===== config.mk =====
export PLATFORM = sky130hd
export DESIGN_NAME = tpu_front
export DESIGN_NICKNAME = d
export VERILOG_FILES = /design/src/hdl/tpu_pkg.sv /design/src/hdl/tpu_front.sv
export VERILOG_INCLUDE_DIRS = /design/src /design/src/hdl
export SDC_FILE = /design/constraint.sdc
export NUM_CORES = 1
export LEC_CHECK = 0
export BUFFER_PORTS_ARGS = -buffer_cell sky130_fd_sc_hd__buf_2
export CORE_ASPECT_RATIO = 0.7
export CORE_MARGIN = 1
export CORE_UTILIZATION = 25
export CTS_CLUSTER_DIAMETER = 40
export DETAILED_ROUTE_END_ITERATION = 10
export PLACE_DENSITY_LB_ADDON = 0.12
export SLEW_MARGIN = 20
export SYNTH_ARGS = -nofsm -noshare
export SYNTH_HDL_FRONTEND = slang
export SYNTH_SLANG_ARGS = --single-unit

===== constraint.sdc =====
create_clock -name clk -period 21.3 [get_ports clk]
set_input_delay 6.39 -clock clk [delete_from_list [all_inputs] [get_ports clk]]
set_output_delay 6.39 -clock clk [all_outputs]
set_load 0.01 [all_outputs]

===== src/hdl/tracker_pattern_unpacker_macros.svh =====
// assertion shorthands shared by the unpacker modules
// every use expects clk and rst_n in scope
`ifndef TRACKER_PATTERN_UNPACKER_MACROS_SVH
`define TRACKER_PATTERN_UNPACKER_MACROS_SVH

// same-cycle implication
`define TPU_ASSERT_IMP(lbl, ante, cons, msg) \
  lbl: assert property (@(posedge clk) disable iff (!rst_n) (ante) |-> (cons)) \
    else $error(msg);

// next-cycle implication
`define TPU_ASSERT_NXT(lbl, ante, cons, msg) \
  lbl: assert property (@(posedge clk) disable iff (!rst_n) (ante) |=> (cons)) \
    else $error(msg);

`endif


===== src/hdl/tpu_pkg.sv =====
`default_nettype none

package tpu_pkg;

  // channel history depth
  localparam int CHANNELS = 64;
  localparam int CH_AW    = $clog2(CHANNELS);

  // history stores: note, instrument, volume, effect, parameter
  localparam int HIST_N = 5;

  // op queue between parser and cell builder
  localparam int QDEPTH = 4;

  // input word
  typedef struct packed {
    logic       cmd;
    logic [7:0] data_byte;
  } in_word_t;

  // result kinds
  typedef enum logic [1:0] {
    KIND_CELL     = 2'd0,
    KIND_DONE     = 2'd1,
    KIND_BADCH    = 2'd2,
    KIND_MISMATCH = 2'd3
  } res_kind_t;

  // result word
  typedef struct packed {
    res_kind_t  kind;
    logic [7:0] row;
    logic [5:0] channel;
    logic [7:0] note;
    logic [7:0] instrument;
    logic [7:0] volume;
    logic [7:0] effect;
    logic [7:0] effect_param;
  } out_word_t;

  // configuration register indexes
  typedef enum logic [1:0] {
    CFG_ROW_COUNT     = 2'd0,
    CFG_CHANNEL_COUNT = 2'd1,
    CFG_PACKED_LENGTH = 2'd2,
    CFG_NOTE_LIMIT    = 2'd3
  } cfg_idx_t;

  // ops handed from the parser to the cell builder
  typedef enum logic [1:0] {
    OP_CLEAR  = 2'd0,
    OP_START  = 2'd1,
    OP_FIELD  = 2'd2,
    OP_RESULT = 2'd3
  } op_code_t;

  // field selector, also the history store index
  typedef enum logic [2:0] {
    FLD_NOTE  = 3'd0,
    FLD_INS   = 3'd1,
    FLD_VOL   = 3'd2,
    FLD_EFF   = 3'd3,
    FLD_PARAM = 3'd4
  } fld_t;

  typedef struct packed {
    op_code_t   code;
    logic       last;   // cell completes with this op
    res_kind_t  kind;
    logic [7:0] row;
    logic [5:0] ch;
    fld_t       fld;
    logic [7:0] data;   // mask for a start, stream value for a field
  } op_t;

  // note conversion: note off first, then the limit check
  function automatic logic [7:0] conv_note(input logic [7:0] n, input logic [7:0] lim);
    logic [7:0] res;
    if (n == 8'hFF) begin
      res = 8'hFE;
    end else if (n >= lim) begin
      res = 8'hFF;
    end else begin
      res = n;
    end
    return res;
  endfunction

  // volume clamp and offset
  function automatic logic [7:0] conv_vol(input logic [7:0] v);
    logic [7:0] res;
    if (v > 8'd64) begin
      res = 8'd80;
    end else begin
      res = v + 8'd16;
    end
    return res;
  endfunction

endpackage

`default_nettype wire


===== src/hdl/tpu_front.sv =====
`default_nettype none
`include "tracker_pattern_unpacker_macros.svh"

module tpu_front (
  input  logic               clk,
  input  logic               rst_n,
  input  logic               in_valid,
  output logic               in_stall,
  input  tpu_pkg::in_word_t  in_word,
  input  logic [8:0]         row_count,
  input  logic [6:0]         channel_count,
  input  logic [15:0]        packed_length,
  output logic               push,
  output tpu_pkg::op_t       push_op,
  input  logic               q_full
);
  import tpu_pkg::*;

  typedef enum logic [8:0] {
    PH_CHAN  = 9'b000000001,
    PH_MASK  = 9'b000000010,
    PH_LOOK  = 9'b000000100,
    PH_NOTE  = 9'b000001000,
    PH_INS   = 9'b000010000,
    PH_VOL   = 9'b000100000,
    PH_EFF   = 9'b001000000,
    PH_PARAM = 9'b010000000,
    PH_HALT  = 9'b100000000
  } phase_t;

  // first field at or after 'from' that reads the stream
  function automatic phase_t phase_from(input logic [3:0] rd, input logic [2:0] from);
    phase_t ph;
    ph = PH_CHAN;
    if (rd[3] && from <= 3'd3) ph = PH_EFF;
    if (rd[2] && from <= 3'd2) ph = PH_VOL;
    if (rd[1] && from <= 3'd1) ph = PH_INS;
    if (rd[0] && from == 3'd0) ph = PH_NOTE;
    return ph;
  endfunction

  phase_t       phase_r, phase_nxt;
  logic [8:0]   row_cnt_r, row_nxt;
  logic [15:0]  byte_cnt_r, byte_nxt;
  logic [5:0]   cur_ch_r, ch_nxt;
  logic [7:0]   cur_mask_r, mask_nxt;

  logic [7:0]          mask_mem [CHANNELS];
  logic [CHANNELS-1:0] mask_vld_r;
  logic [7:0]          mask_rd_r;
  logic                mask_we, mask_rd_en, hist_clr;

  logic       acc;
  logic [7:0] din, din_m1;
  logic [5:0] chx;

  assign din      = in_word.data_byte;
  assign din_m1   = din - 8'd1;
  assign chx      = din_m1[5:0];
  assign in_stall = (phase_r == PH_LOOK) || q_full;
  assign acc      = in_valid && !in_stall;

  // parser step
  always_comb begin
    phase_nxt  = phase_r;
    row_nxt    = row_cnt_r;
    byte_nxt   = byte_cnt_r;
    ch_nxt     = cur_ch_r;
    mask_nxt   = cur_mask_r;
    mask_we    = 1'b0;
    mask_rd_en = 1'b0;
    hist_clr   = 1'b0;
    push       = 1'b0;
    push_op    = '0;
    push_op.row  = row_cnt_r[7:0];
    push_op.ch   = cur_ch_r;
    push_op.data = din;
    if (phase_r == PH_LOOK) begin
      // stored mask is back from memory
      if (!q_full) begin
        mask_nxt     = mask_rd_r;
        phase_nxt    = phase_from(mask_rd_r[3:0], 3'd0);
        push         = 1'b1;
        push_op.code = OP_START;
        push_op.data = mask_rd_r;
        push_op.last = (phase_nxt == PH_CHAN);
      end
    end else if (acc) begin
      if (in_word.cmd) begin
        // new pattern
        phase_nxt    = PH_CHAN;
        row_nxt      = '0;
        byte_nxt     = '0;
        ch_nxt       = '0;
        mask_nxt     = '0;
        hist_clr     = 1'b1;
        push         = 1'b1;
        push_op.code = OP_CLEAR;
      end else if (phase_r != PH_HALT) begin
        byte_nxt = byte_cnt_r + 16'd1;
        case (phase_r)
          PH_CHAN: begin
            if (din == 8'd0) begin
              // row end, maybe pattern end
              row_nxt = row_cnt_r + 9'd1;
              if (row_nxt >= row_count) begin
                phase_nxt    = PH_HALT;
                push         = 1'b1;
                push_op.code = OP_RESULT;
                push_op.kind = (byte_nxt == packed_length) ? KIND_DONE : KIND_MISMATCH;
                push_op.row  = row_nxt[7:0];
                push_op.ch   = '0;
              end
            end else if ({1'b0, chx} >= channel_count || {1'b0, chx} >= 7'(CHANNELS)) begin
              phase_nxt    = PH_HALT;
              push         = 1'b1;
              push_op.code = OP_RESULT;
              push_op.kind = KIND_BADCH;
              push_op.ch   = chx;
            end else begin
              ch_nxt     = chx;
              mask_rd_en = 1'b1;
              phase_nxt  = din[7] ? PH_MASK : PH_LOOK;
            end
          end
          PH_MASK: begin
            mask_we      = 1'b1;
            mask_nxt     = din;
            phase_nxt    = phase_from(din[3:0], 3'd0);
            push         = 1'b1;
            push_op.code = OP_START;
            push_op.last = (phase_nxt == PH_CHAN);
          end
          PH_NOTE: begin
            phase_nxt    = phase_from(cur_mask_r[3:0], 3'd1);
            push         = 1'b1;
            push_op.code = OP_FIELD;
            push_op.fld  = FLD_NOTE;
            push_op.last = (phase_nxt == PH_CHAN);
          end
          PH_INS: begin
            phase_nxt    = phase_from(cur_mask_r[3:0], 3'd2);
            push         = 1'b1;
            push_op.code = OP_FIELD;
            push_op.fld  = FLD_INS;
            push_op.last = (phase_nxt == PH_CHAN);
          end
          PH_VOL: begin
            phase_nxt    = phase_from(cur_mask_r[3:0], 3'd3);
            push         = 1'b1;
            push_op.code = OP_FIELD;
            push_op.fld  = FLD_VOL;
            push_op.last = (phase_nxt == PH_CHAN);
          end
          PH_EFF: begin
            phase_nxt    = PH_PARAM;
            push         = 1'b1;
            push_op.code = OP_FIELD;
            push_op.fld  = FLD_EFF;
          end
          PH_PARAM: begin
            phase_nxt    = PH_CHAN;
            push         = 1'b1;
            push_op.code = OP_FIELD;
            push_op.fld  = FLD_PARAM;
            push_op.last = 1'b1;
          end
          default: begin
            phase_nxt = phase_r;
          end
        endcase
      end
    end
  end

  // parser state
  always_ff @(posedge clk) begin
    if (!rst_n) begin
      phase_r    <= PH_CHAN;
      row_cnt_r  <= '0;
      byte_cnt_r <= '0;
      cur_ch_r   <= '0;
      cur_mask_r <= '0;
    end else begin
      phase_r    <= phase_nxt;
      row_cnt_r  <= row_nxt;
      byte_cnt_r <= byte_nxt;
      cur_ch_r   <= ch_nxt;
      cur_mask_r <= mask_nxt;
    end
  end

  // mask memory, addressed by the incoming channel byte on read
  always_ff @(posedge clk) begin
    if (mask_we) begin
      mask_mem[cur_ch_r[CH_AW-1:0]] <= din;
    end
    if (mask_rd_en) begin
      mask_rd_r <= mask_vld_r[chx[CH_AW-1:0]] ? mask_mem[chx[CH_AW-1:0]] : 8'd0;
    end
  end

  // mask valid bits, cleared at once
  always_ff @(posedge clk) begin
    if (!rst_n || hist_clr) begin
      mask_vld_r <= '0;
    end else if (mask_we) begin
      mask_vld_r[cur_ch_r[CH_AW-1:0]] <= 1'b1;
    end
  end

  `TPU_ASSERT_IMP(a_halt_quiet, phase_r == PH_HALT && !(acc && in_word.cmd), !push, "op pushed while halted")
  `TPU_ASSERT_NXT(a_start_clears, acc && in_word.cmd, phase_r == PH_CHAN && byte_cnt_r == 16'd0, "pattern start did not reset parser")

endmodule

`default_nettype wire


==> summary.txt, run 1 <==
Final ANT Viol Nets: 0
Final Cycle Share: 82.5%
fraction of layout cells with a size suffix above 1: 27.5%
min Tclk post-route: 17.56 ns
Setup violations, final: 0
clock share of power: 51.5%
Max Cap Viol: 0
cells along the critical path: buf_2, buf_4, inv_1, ha_1, nor3b_1, xnor2_1, inv_1, ha_1, nand4b_1, nor3_1, nor2_1, or3_1, o2bb2ai_1, buf_2
Initial Util: 25.2%
# IOs: 77
root buffer cell: clkbuf_16
Slew HR: 26.4%
vias: 14,900
vias per inst: 4.77
status: finished, final reports clean
Synth Flop Type: edfxtp_1
drt wl/cell: 24.3 µm
area grow syn2layout: 20.1%
Seq/Total Area, Yosys: 67.7%
flops & latches, synth: 627
GPL Wtd Cong: 0.777
largest fanout on the critical path: 69
Netlist cell types: 74
IO Port Bufs: 76
Crit path required time: 14.91 ns
First-pass DRT Iterations: 5
CTS tree: built
die extent in x: 389 µm
Switching Fraction: 23.1%
Core ar.: 104,000 µm²
syn nets: 1,642
Psw: 728 µW
Worst Setup End Kind: output pin
Pins Over Slew Limit: 0
Pint: 2.42 mW
Setup TNS Final: 0 ns
Power Density: 100 nW/µm²
synth top area cells: edfxtp_1, mux4_2, dfxtp_1, o21a_1, nor2_1
max incr delay on CP: 0.75 ns
detailed placement HPWL: 49.6 mm
Clock Latency Late Sink: 0.67 ns
post-CTS setup buffers: 0
post-route non-filler standard cell count: 3,124
final hold vios: 0
sequential fraction of design power: 42.3%
row count: 99
critical path startpoint category: input port
RSZ-0062 raised after global routing: false
Clk pin slew, worst setup/hold paths: 0.05 ns
Avg Inst Size Synth: 16.6 µm²
Worst-Margin Slew: 1.10 ns
CTS Buffer Depth: 3
worst vdd ir: 0.0000538 V
diode count: 0
Post-synth EDFFs: 520
largest net degree at the start of global routing: 104
grt ovf: 0
fin nets: 1,747
Initial DRC Count: 1,216
Inserted Clock Buffers: 93
Routed Wire Length: 76.0 mm
hold_buf cts: 0
Worst Hold Class: flop to flop
post-layout util: 30.3%
clock skew after layout: 0.0296 ns
critical path type: input port to output pin
drt drc: 0
Logic pwr share: 6.2%
htree depth: 3
fmax: 56.9 MHz
Async SR Flop Fraction: 0%
Warnings, synthesis: 0
GRT Util Overall: 14.3%
die height: 273 µm
arrival time of the worst setup path: 11.17 ns
post-synth top area cell: edfxtp_1
Resize count post-CTS: 0
Crit-path slowest cell: xnor2_1
initial antenna violation count: 9
Pleak: 10.2 nW
vias in the first global route: 14,800
top cell type's share of synthesized area: 59.5%
Post-Syn Area: 26,200 µm²
first-pass GRT wire length: 110 mm
Syn Inst Count: 1,577
placed cell count: 2,950
Die Area: 106,000 µm²
clock sink total: 627
-- logic make-up (layout without fill, tap and decap cells) --
group                    Yosys count  count (layout)  synth area share, %
flip-flops                       627             627                 67.7
AND/OR/NAND/NOR                  381             381                 7.02
AO/OA/AOI/OAI                    197             197                 5.15
multiplexers                     187             187                 15.7
buffers and inverters            124             308                 2.08
XOR/XNOR                          41              41                 1.37
adder cells (fa/ha/maj)           20              20                0.954
-- placed cells by master (no fill, tap or decap), drive strengths merged, types with 37 or more instances in the layout --
master,instances
buf,100
dfxtp,107
clkbuf,110
nor2,130
o21a,65
nand2,100
a21oi,45
nand3,37
inv,48
edfxtp,520
mux4,180
-- Yosys cell counts, types with 3 or more instances --
| master | count |
|---|---|
| dfxtp_1 | 107 |
| a21oi_1 | 44 |
| buf_2 | 36 |
| nand4b_1 | 3 |
| xor2_1 | 18 |
| and2_1 | 4 |
| nand4_1 | 11 |
| nand2b_1 | 6 |
| nand3_1 | 35 |
| xnor2_1 | 23 |
| or4_1 | 4 |
| inv_1 | 31 |
| ha_1 | 20 |
| clkbuf_1 | 43 |
| nor3_1 | 23 |
| o21ai_0 | 31 |
| a311oi_2 | 4 |
| o21a_1 | 65 |
| and3_1 | 19 |
| nand2_1 | 100 |
| o2bb2ai_1 | 4 |
| nand3b_1 | 7 |
| nor4_1 | 5 |
| mux2_2 | 5 |
| nor2b_1 | 7 |
| or3_1 | 9 |
| a22o_1 | 8 |
| mux4_2 | 180 |
| o21ai_1 | 3 |
| a311oi_1 | 3 |
| nor2_1 | 128 |
| a211oi_1 | 5 |
| edfxtp_1 | 520 |
| buf_4 | 5 |
| a31oi_1 | 8 |
| nor3b_1 | 3 |
-- final cells by class --
cell class | instances | area [µm²]
flip-flops and latches | 627 | 17800
fillers | 10300 | 72500
inverters | 34 | 128
well taps | 1363 | 1710
clock buffers | 110 | 2500
repair buffers | 100 | 583
clock inverters | 64 | 816
multi-input cells | 826 | 8020
-- state kept, by name, summed over array words and instances (netlist names) --
signal,count
cur_ch_r,6
mask_vld_r,64
phase_r,9
byte_cnt_r,16
mask_rd_r,8
cur_mask_r,3
row_cnt_r,9
mask_mem,512
-- per-layer routing --
metal	wire (µm)	GRT usage [%]
met1	40600	23.4
met4	1410	4.12
met5	0	0
met2	30400	19.0
met3	3570	2.21
-- per-stage QoR --
stage                     cell area (µm²)  hold WS [ns]  power (mW)  setup slack (ns)
after global placement              28200         0.442        1.56              3.80
after global routing                31500         0.476        3.25              3.34
after detailed placement            28200         0.448        1.56              3.71
final                               31500         0.458        3.15              3.74
after floorplan                     26200         0.435        1.47              5.10
after CTS                           31500         0.461        3.19              3.71
-- path summary, 6_finish.rpt --
path,from,endpoint,slack [ns],depth (start not counted)
max,in_word[1],push_op[16],3.74,14
min reg2reg,mask_vld_r[53],mask_vld_r[53],0.46,1
max reg2reg,phase_r[5],mask_mem[38][4],17.30,6
min,mask_vld_r[53],mask_vld_r[53],0.46,1
-- critical path: cells and delay by family --
kind                       cells  cell delay (ns)
AOI/OAI and AO/OA              1             0.53
and+or+nand+nor                5             1.15
xor gates and xnor gates       1             0.75
adders and majority gates      2             0.72
buffers and inverters          5             1.56
-- power by group through the flow --
stage | logic (mW) | registers [mW] | clock network (mW)
after detailed placement | 0.197 | 1.36 | 0
after global routing | 0.208 | 1.33 | 1.71
after global placement | 0.197 | 1.36 | 0
after floorplan | 0.115 | 1.36 | 0
after CTS | 0.197 | 1.33 | 1.66
final | 0.194 | 1.33 | 1.62
Power figures use the tool's default switching activity.
==> inputs of run 2 (changes only) <==
==> constraint.sdc (replaced) <==
create_clock -name clk -period 14.8 [get_ports clk]
set_input_delay 4.44 -clock clk [delete_from_list [all_inputs] [get_ports clk]]
set_output_delay 4.44 -clock clk [all_outputs]
set_load 0.01 [all_outputs]
==> run 2 against run 1 <==
Utilization decreased by 0.26 points. Clock power increased by 30%. Sequential power increased by 44%. Sequential share of layout area increased by 0.48 points. Flip-flop and latch count unchanged. Total power increased by 37%.
==> summary.txt, run 2 (synthesized netlist as in run 1, its figures left out) <==
status: finished, final reports clean (unchanged)
Slew HR: 21.4% (was 26.4%)
Pins Over Slew Limit: 0 (unchanged)
post-route non-filler standard cell count: 3,124 (unchanged)
htree depth: 3 (unchanged)
# IOs: 77 (unchanged)
GPL Wtd Cong: 0.790 (was 0.777)
post-CTS setup buffers: 0 (unchanged)
Final ANT Viol Nets: 0 (unchanged)
fin nets: 1,753 (was 1,747)
Setup TNS Final: 0 ns (unchanged)
fmax: 76.3 MHz
placed cell count: 2,964 (was 2,950)
Core ar.: 104,000 µm² (unchanged)
Initial Util: 25.2% (unchanged)
root buffer cell: clkbuf_16 (unchanged)
arrival time of the worst setup path: 8.66 ns (was 11.17 ns)
Routed Wire Length: 76.5 mm (was 76.0 mm)
detailed placement HPWL: 50.1 mm (was 49.6 mm)
max reg flops: 512 (unchanged)
met3 WL post-DR: 3.28 mm (was 3.57 mm)
critical path type: input port to output pin (unchanged)
Initial DRC Count: 1,022 (was 1,216)
critical path startpoint category: input port (unchanged)
Logic pwr share: 6.5% (was 6.2%)
grt ovf: 0 (unchanged)
Clk pin slew, worst setup/hold paths: 0.06 ns (was 0.05 ns)
drt drc: 0 (unchanged)
r2r endpoint: mask_mem[46][4] (was mask_mem[38][4])
FF-to-FF path depth: 7 (was 6)
min Tclk post-route: 13.10 ns
Final Cycle Share: 88.5%
fraction of layout cells with a size suffix above 1: 28.4% (was 27.5%)
drt wl/cell: 24.5 µm (was 24.3 µm)
sequential fraction of design power: 44.6% (was 42.3%)
IO Port Bufs: 76 (unchanged)
Psw: 1.04 mW (was 728 µW)
Inserted Clock Buffers: 85 (was 93)
hold worst-path end: mask_vld_r[0] (was mask_vld_r[53])
vias in the first global route: 14,800 (about the same)
Post-Route M1 WL: 41.0 mm (was 40.6 mm)
die height: 273 µm (unchanged)
Worst-Margin Slew: 1.17 ns (was 1.10 ns)
commonest non-fill, non-tap cell in the layout: edfxtp_1 (unchanged)
Resize count post-CTS: 0 (unchanged)
DR top layer: met4 (unchanged)
placed inst area: 28,300 µm² (was 28,200 µm²)
hold path startpoint: mask_vld_r[0] (was mask_vld_r[53])
First-pass DRT Iterations: 6 (was 5)
die extent in x: 389 µm (unchanged)
area grow syn2layout: 19.1% (was 20.1%)
final hold vios: 0 (unchanged)
Worst Hold Class: flop to flop (unchanged)
first-pass GRT wire length: 111 mm (was 110 mm)
clock sink total: 627 (unchanged)
largest fanout on the critical path: 20 (was 69)
worst vdd ir: 0.0000715 V (was 0.0000538 V)
Worst Setup End Kind: output pin (unchanged)
hold_buf cts: 0 (unchanged)
Pleak: 10.1 nW (was 10.2 nW)
GRT Util Overall: 14.6% (was 14.3%)
Final WS setup: 1.70 ns (was 3.74 ns)
vias per inst: 4.68 (was 4.77)
initial antenna violation count: 7 (was 9)
pre-CTS setup slack: 1.71 ns (was 3.71 ns)
Max Cap Viol: 0 (unchanged)
clock skew after layout: 0.0309 ns (was 0.0296 ns)
largest net degree at the start of global routing: 73 (was 104)
CTS tree: built (unchanged)
reg2reg start: phase_r[5] (unchanged)
Power Density: 138 nW/µm² (was 100 nW/µm²)
Setup violations, final: 0 (unchanged)
Pint: 3.27 mW (was 2.42 mW)
CTS Buffer Depth: 3 (unchanged)
row count: 99 (unchanged)
Crit path required time: 10.36 ns (was 14.91 ns)
Fill cells: 10,300 (about the same)
RSZ-0062 raised after global routing: false (unchanged)
fin area: 31,200 µm² (was 31,500 µm²)
Die Area: 106,000 µm² (unchanged)
Switching Fraction: 24.2% (was 23.1%)
clock share of power: 48.9% (was 51.5%)
met2 WL: 30.4 mm (about the same)
Min-Delay Path Depth: 1 (unchanged)
Clock Latency Late Sink: 0.66 ns (was 0.67 ns)
setup slack, reg-to-reg: 11.02 ns (was 17.30 ns)
most frequent cells in the layout: edfxtp_1, mux4_2, dfxtp_1, nor2_1, nand2_1 (was edfxtp_1, mux4_2, nor2_1, dfxtp_1, nand2_1)
vias: 14,600 (was 14,900)
diode count: 0 (unchanged)
[run 2: layout make-up]
type / instances / area (µm²) / area share [%]
clock buffers: 97 / 2260 / 7.22
clock inverters: 63 / 667 / 2.13
inverters: 34 / 128 / 0.408
multi-input cells: 826 / 8050 / 25.8
flip-flops and latches: 627 / 17800 / 56.8
well taps: 1363 / 1710 / 5.46
repair buffers: 114 / 676 / 2.16
[run 2: power groups by stage]
stage / Clock (mW) / Combinational, mW / Sequential (mW)
6_report: 2.11 / 0.280 / 1.92
2_1_floorplan: 0 / 0.166 / 1.95
3_3_place_gp: 0 / 0.286 / 1.96
5_1_grt: 2.23 / 0.303 / 1.92
3_5_place_dp: 0 / 0.286 / 1.96
4_1_cts: 2.16 / 0.287 / 1.92
[run 2: how the worst max path moves through the flow]
stage / startpoint / end / cells past startpoint
4_1_cts: in_word[4] / push_op[15] / 14
3_5_place_dp: in_word[4] / push_op[15] / 14
3_3_place_gp: in_word[4] / push_op[15] / 14
2_1_floorplan: in_word[0] / push_op[11] / 15
5_1_grt: in_word[4] / push_op[16] / 14
6_report: in_word[4] / push_op[16] / 14
[run 2: layer usage]
| layer | global-route usage (%) | vias to the layer above |
|---|---|---|
| met1 | 23.5 | 7719 |
| met3 | 2.82 | 109 |
| met5 | 0 | - |
| li1 | - | 6485 |
| met4 | 4.21 | 0 |
| met2 | 19.2 | 303 |
[run 2: critical path, stage by stage]
cell	delay, ns
buf_2	0.10
buf_4	0.19
nor3_1	0.64
nand2_1	0.20
xor2_2	0.20
buf_4	0.25
inv_1	0.34
ha_1	0.44
nand4b_1	0.10
nor3_1	0.30
nor2_1	0.13
or3_1	0.50
o2bb2ai_1	0.56
buf_2	0.25
[run 2: through the flow]
step	total power, mW	hold slack (ns)	utilization (%)
floorplan	2.12	0.435	-
global placement	2.24	0.441	27.2
detailed placement	2.24	0.450	27.2
CTS	4.36	0.464	30.0
global route	4.45	0.473	30.0
finish	4.30	0.460	30.0
==> inputs of run 3 (changes only) <==
--- a/config.mk
+++ b/config.mk
@@ -12,6 +12,7 @@
 export CORE_UTILIZATION = 25
 export CTS_CLUSTER_DIAMETER = 40
 export DETAILED_ROUTE_END_ITERATION = 10
+export MAX_ROUTING_LAYER = met4
 export PLACE_DENSITY_LB_ADDON = 0.12
 export SLEW_MARGIN = 20
 export SYNTH_ARGS = -nofsm -noshare
==> run 3 against run 2 <==
Die area unchanged. Wire length increased by 0.32%. Clock power about the same. First-iteration DRC count increased by 11%. Fmax decreased by 0.22%. Critical path type unchanged. Hold slack got worse by 0.00082 ns. Utilization about the same. Highest routed layer unchanged. Clock skew about the same. Final cell count unchanged.
==> summary.txt, run 3 (synthesized netlist as in run 1, its figures left out) <==
status: finished, final reports clean (unchanged)
final hold vios: 0 (unchanged)
vias: 14,700 (was 14,600)
First-pass DRT Iterations: 5 (was 6)
vias in the first global route: 14,800 (about the same)
Buf/Inv on CP: 5 (unchanged)
setup slack, reg-to-reg: 11.01 ns (was 11.02 ns)
max reg flops: 512 (unchanged)
first-pass GRT wire length: 111 mm (about the same)
Inserted Clock Buffers: 85 (unchanged)
Crit path required time: 10.36 ns (about the same)
commonest non-fill, non-tap cell in the layout: edfxtp_1 (unchanged)
root buffer cell: clkbuf_16 (unchanged)
Max Cap Viol: 0 (unchanged)
clock sink total: 627 (unchanged)
Min-Delay Path Depth: 1 (unchanged)
Pleak: 10.1 nW (about the same)
post-CTS setup buffers: 0 (unchanged)
hold path startpoint: mask_vld_r[41] (was mask_vld_r[0])
min Tclk post-route: 13.13 ns (was 13.10 ns)
Core ar.: 104,000 µm² (unchanged)
CTS tree: built (unchanged)
drt wl/cell: 24.6 µm (was 24.5 µm)
Routed Wire Length: 76.7 mm (was 76.5 mm)
die height: 273 µm (unchanged)
GRT Util Overall: 15.1% (was 14.6%)
Slew HR: 22.6% (was 21.4%)
placed inst area: 28,300 µm² (unchanged)
worst vdd ir: 0.0000715 V (about the same)
# IOs: 77 (unchanged)
clock skew after layout: 0.0310 ns (was 0.0309 ns)
Pins Over Slew Limit: 0 (unchanged)
reg2reg start: phase_r[5] (unchanged)
hold_buf cts: 0 (unchanged)
largest net degree at the start of global routing: 73 (unchanged)
crit-path leading delay family: simple AND/OR/NAND/NOR gates (unchanged)
RSZ-0062 raised after global routing: false (unchanged)
grt ovf: 0 (unchanged)
Clock Latency Late Sink: 0.66 ns (about the same)
critical path type: input port to output pin (unchanged)
largest fanout on the critical path: 20 (unchanged)
Final Cycle Share: 88.7% (was 88.5%)
fraction of layout cells with a size suffix above 1: 28.3% (was 28.4%)
max incr delay on CP: 0.65 ns (was 0.64 ns)
CP Depth: 14 (unchanged)
overall power: 4.31 mW (was 4.30 mW)
cells along the critical path: buf_2, buf_4, nor3_1, nand2_1, xor2_2, buf_4, inv_1, ha_1, nand4b_1, nor3_1, nor2_1, or3_1, o2bb2ai_1, buf_2 (unchanged)
row count: 99 (unchanged)
drt drc: 0 (unchanged)
Crit-path slowest cell: nor3_1 (unchanged)
Die Area: 106,000 µm² (unchanged)
initial antenna violation count: 7 (unchanged)
Initial DRC Count: 1,138 (was 1,022)
diode count: 0 (unchanged)
vias per inst: 4.71 (was 4.68)
Fill cells: 10,300 (about the same)
area grow syn2layout: 19.1% (about the same)
Setup TNS Final: 0 ns (unchanged)
critical path startpoint category: input port (unchanged)
Final ANT Viol Nets: 0 (unchanged)
Worst Hold Class: flop to flop (unchanged)
Power Density: 138 nW/µm² (about the same)
IO Port Bufs: 76 (unchanged)
most frequent cells in the layout: edfxtp_1, mux4_2, dfxtp_1, nor2_1, nand2_1 (unchanged)
fin area: 31,200 µm² (about the same)
r2r endpoint: mask_mem[46][5] (was mask_mem[46][4])
FF-to-FF path depth: 7 (unchanged)
arrival time of the worst setup path: 8.69 ns (was 8.66 ns)
CTS Buffer Depth: 3 (unchanged)
die extent in x: 389 µm (unchanged)
detailed placement HPWL: 50.1 mm (unchanged)
htree depth: 3 (unchanged)
Worst-Margin Slew: 1.16 ns (was 1.17 ns)
Initial Util: 25.2% (unchanged)
hold worst-path end: mask_vld_r[41] (was mask_vld_r[0])
Resize count post-CTS: 0 (unchanged)
GPL Wtd Cong: 0.801 (was 0.790)
Clk pin slew, worst setup/hold paths: 0.06 ns (about the same)
fmax: 76.2 MHz (was 76.3 MHz)
fin nets: 1,753 (unchanged)
Worst Setup End Kind: output pin (unchanged)
Setup violations, final: 0 (unchanged)
==> run 3: cell counts in the layout (fill, tap and decap cells not counted) <==
No cell type changed its count.
==> run 3: layout make-up <==
type / count / area [µm²] / area share, %
Tap cell: 1363 / 1710 / 5.46
Timing Repair Buffer: 114 / 676 / 2.16
Multi-Input combinational cell: 826 / 8050 / 25.8
Clock inverter: 63 / 667 / 2.13
Sequential cell: 627 / 17800 / 56.8
Clock buffer: 97 / 2260 / 7.22
Inverter: 34 / 128 / 0.409
==> run 3: power breakdown <==
part           total [mW]  switching, mW  internal (mW)  leakage, nW
logic               0.281          0.176          0.105         3.12
registers            1.92        0.00657           1.91         5.53
clock network        2.11          0.859           1.25         1.40
==> run 3: routing by layer <==
metal	vias up	part of all wire (%)	GRT usage [%]
met1	7777	54	23.6
met3	118	4.2	2.66
li1	6489	-	-
met4	0	2.3	4.13
met2	324	39	19.3
met5	-	0	-
==> run 3: worst max-delay path by stage <==
stage | from | endpoint | slack (ns)
3_3_place_gp | in_word[4] | push_op[15] | 1.79
4_1_cts | in_word[4] | push_op[15] | 1.71
2_1_floorplan | in_word[0] | push_op[11] | 2.50
3_5_place_dp | in_word[4] | push_op[15] | 1.71
6_report | in_word[4] | push_op[16] | 1.67
5_1_grt | in_word[4] | push_op[16] | 1.44
==> run 3: per-stage QoR <==
step / std cells / hold WS, ns / util (%) / setup slack (ns)
2_1_floorplan: 1577 / 0.435 / - / 2.50
3_3_place_gp: 2964 / 0.441 / 27.2 / 1.79
3_5_place_dp: 2964 / 0.450 / 27.2 / 1.71
4_1_cts: 3124 / 0.464 / 30.0 / 1.71
5_1_grt: 3124 / 0.473 / 30.0 / 1.44
6_report: 3124 / 0.460 / 30.0 / 1.67
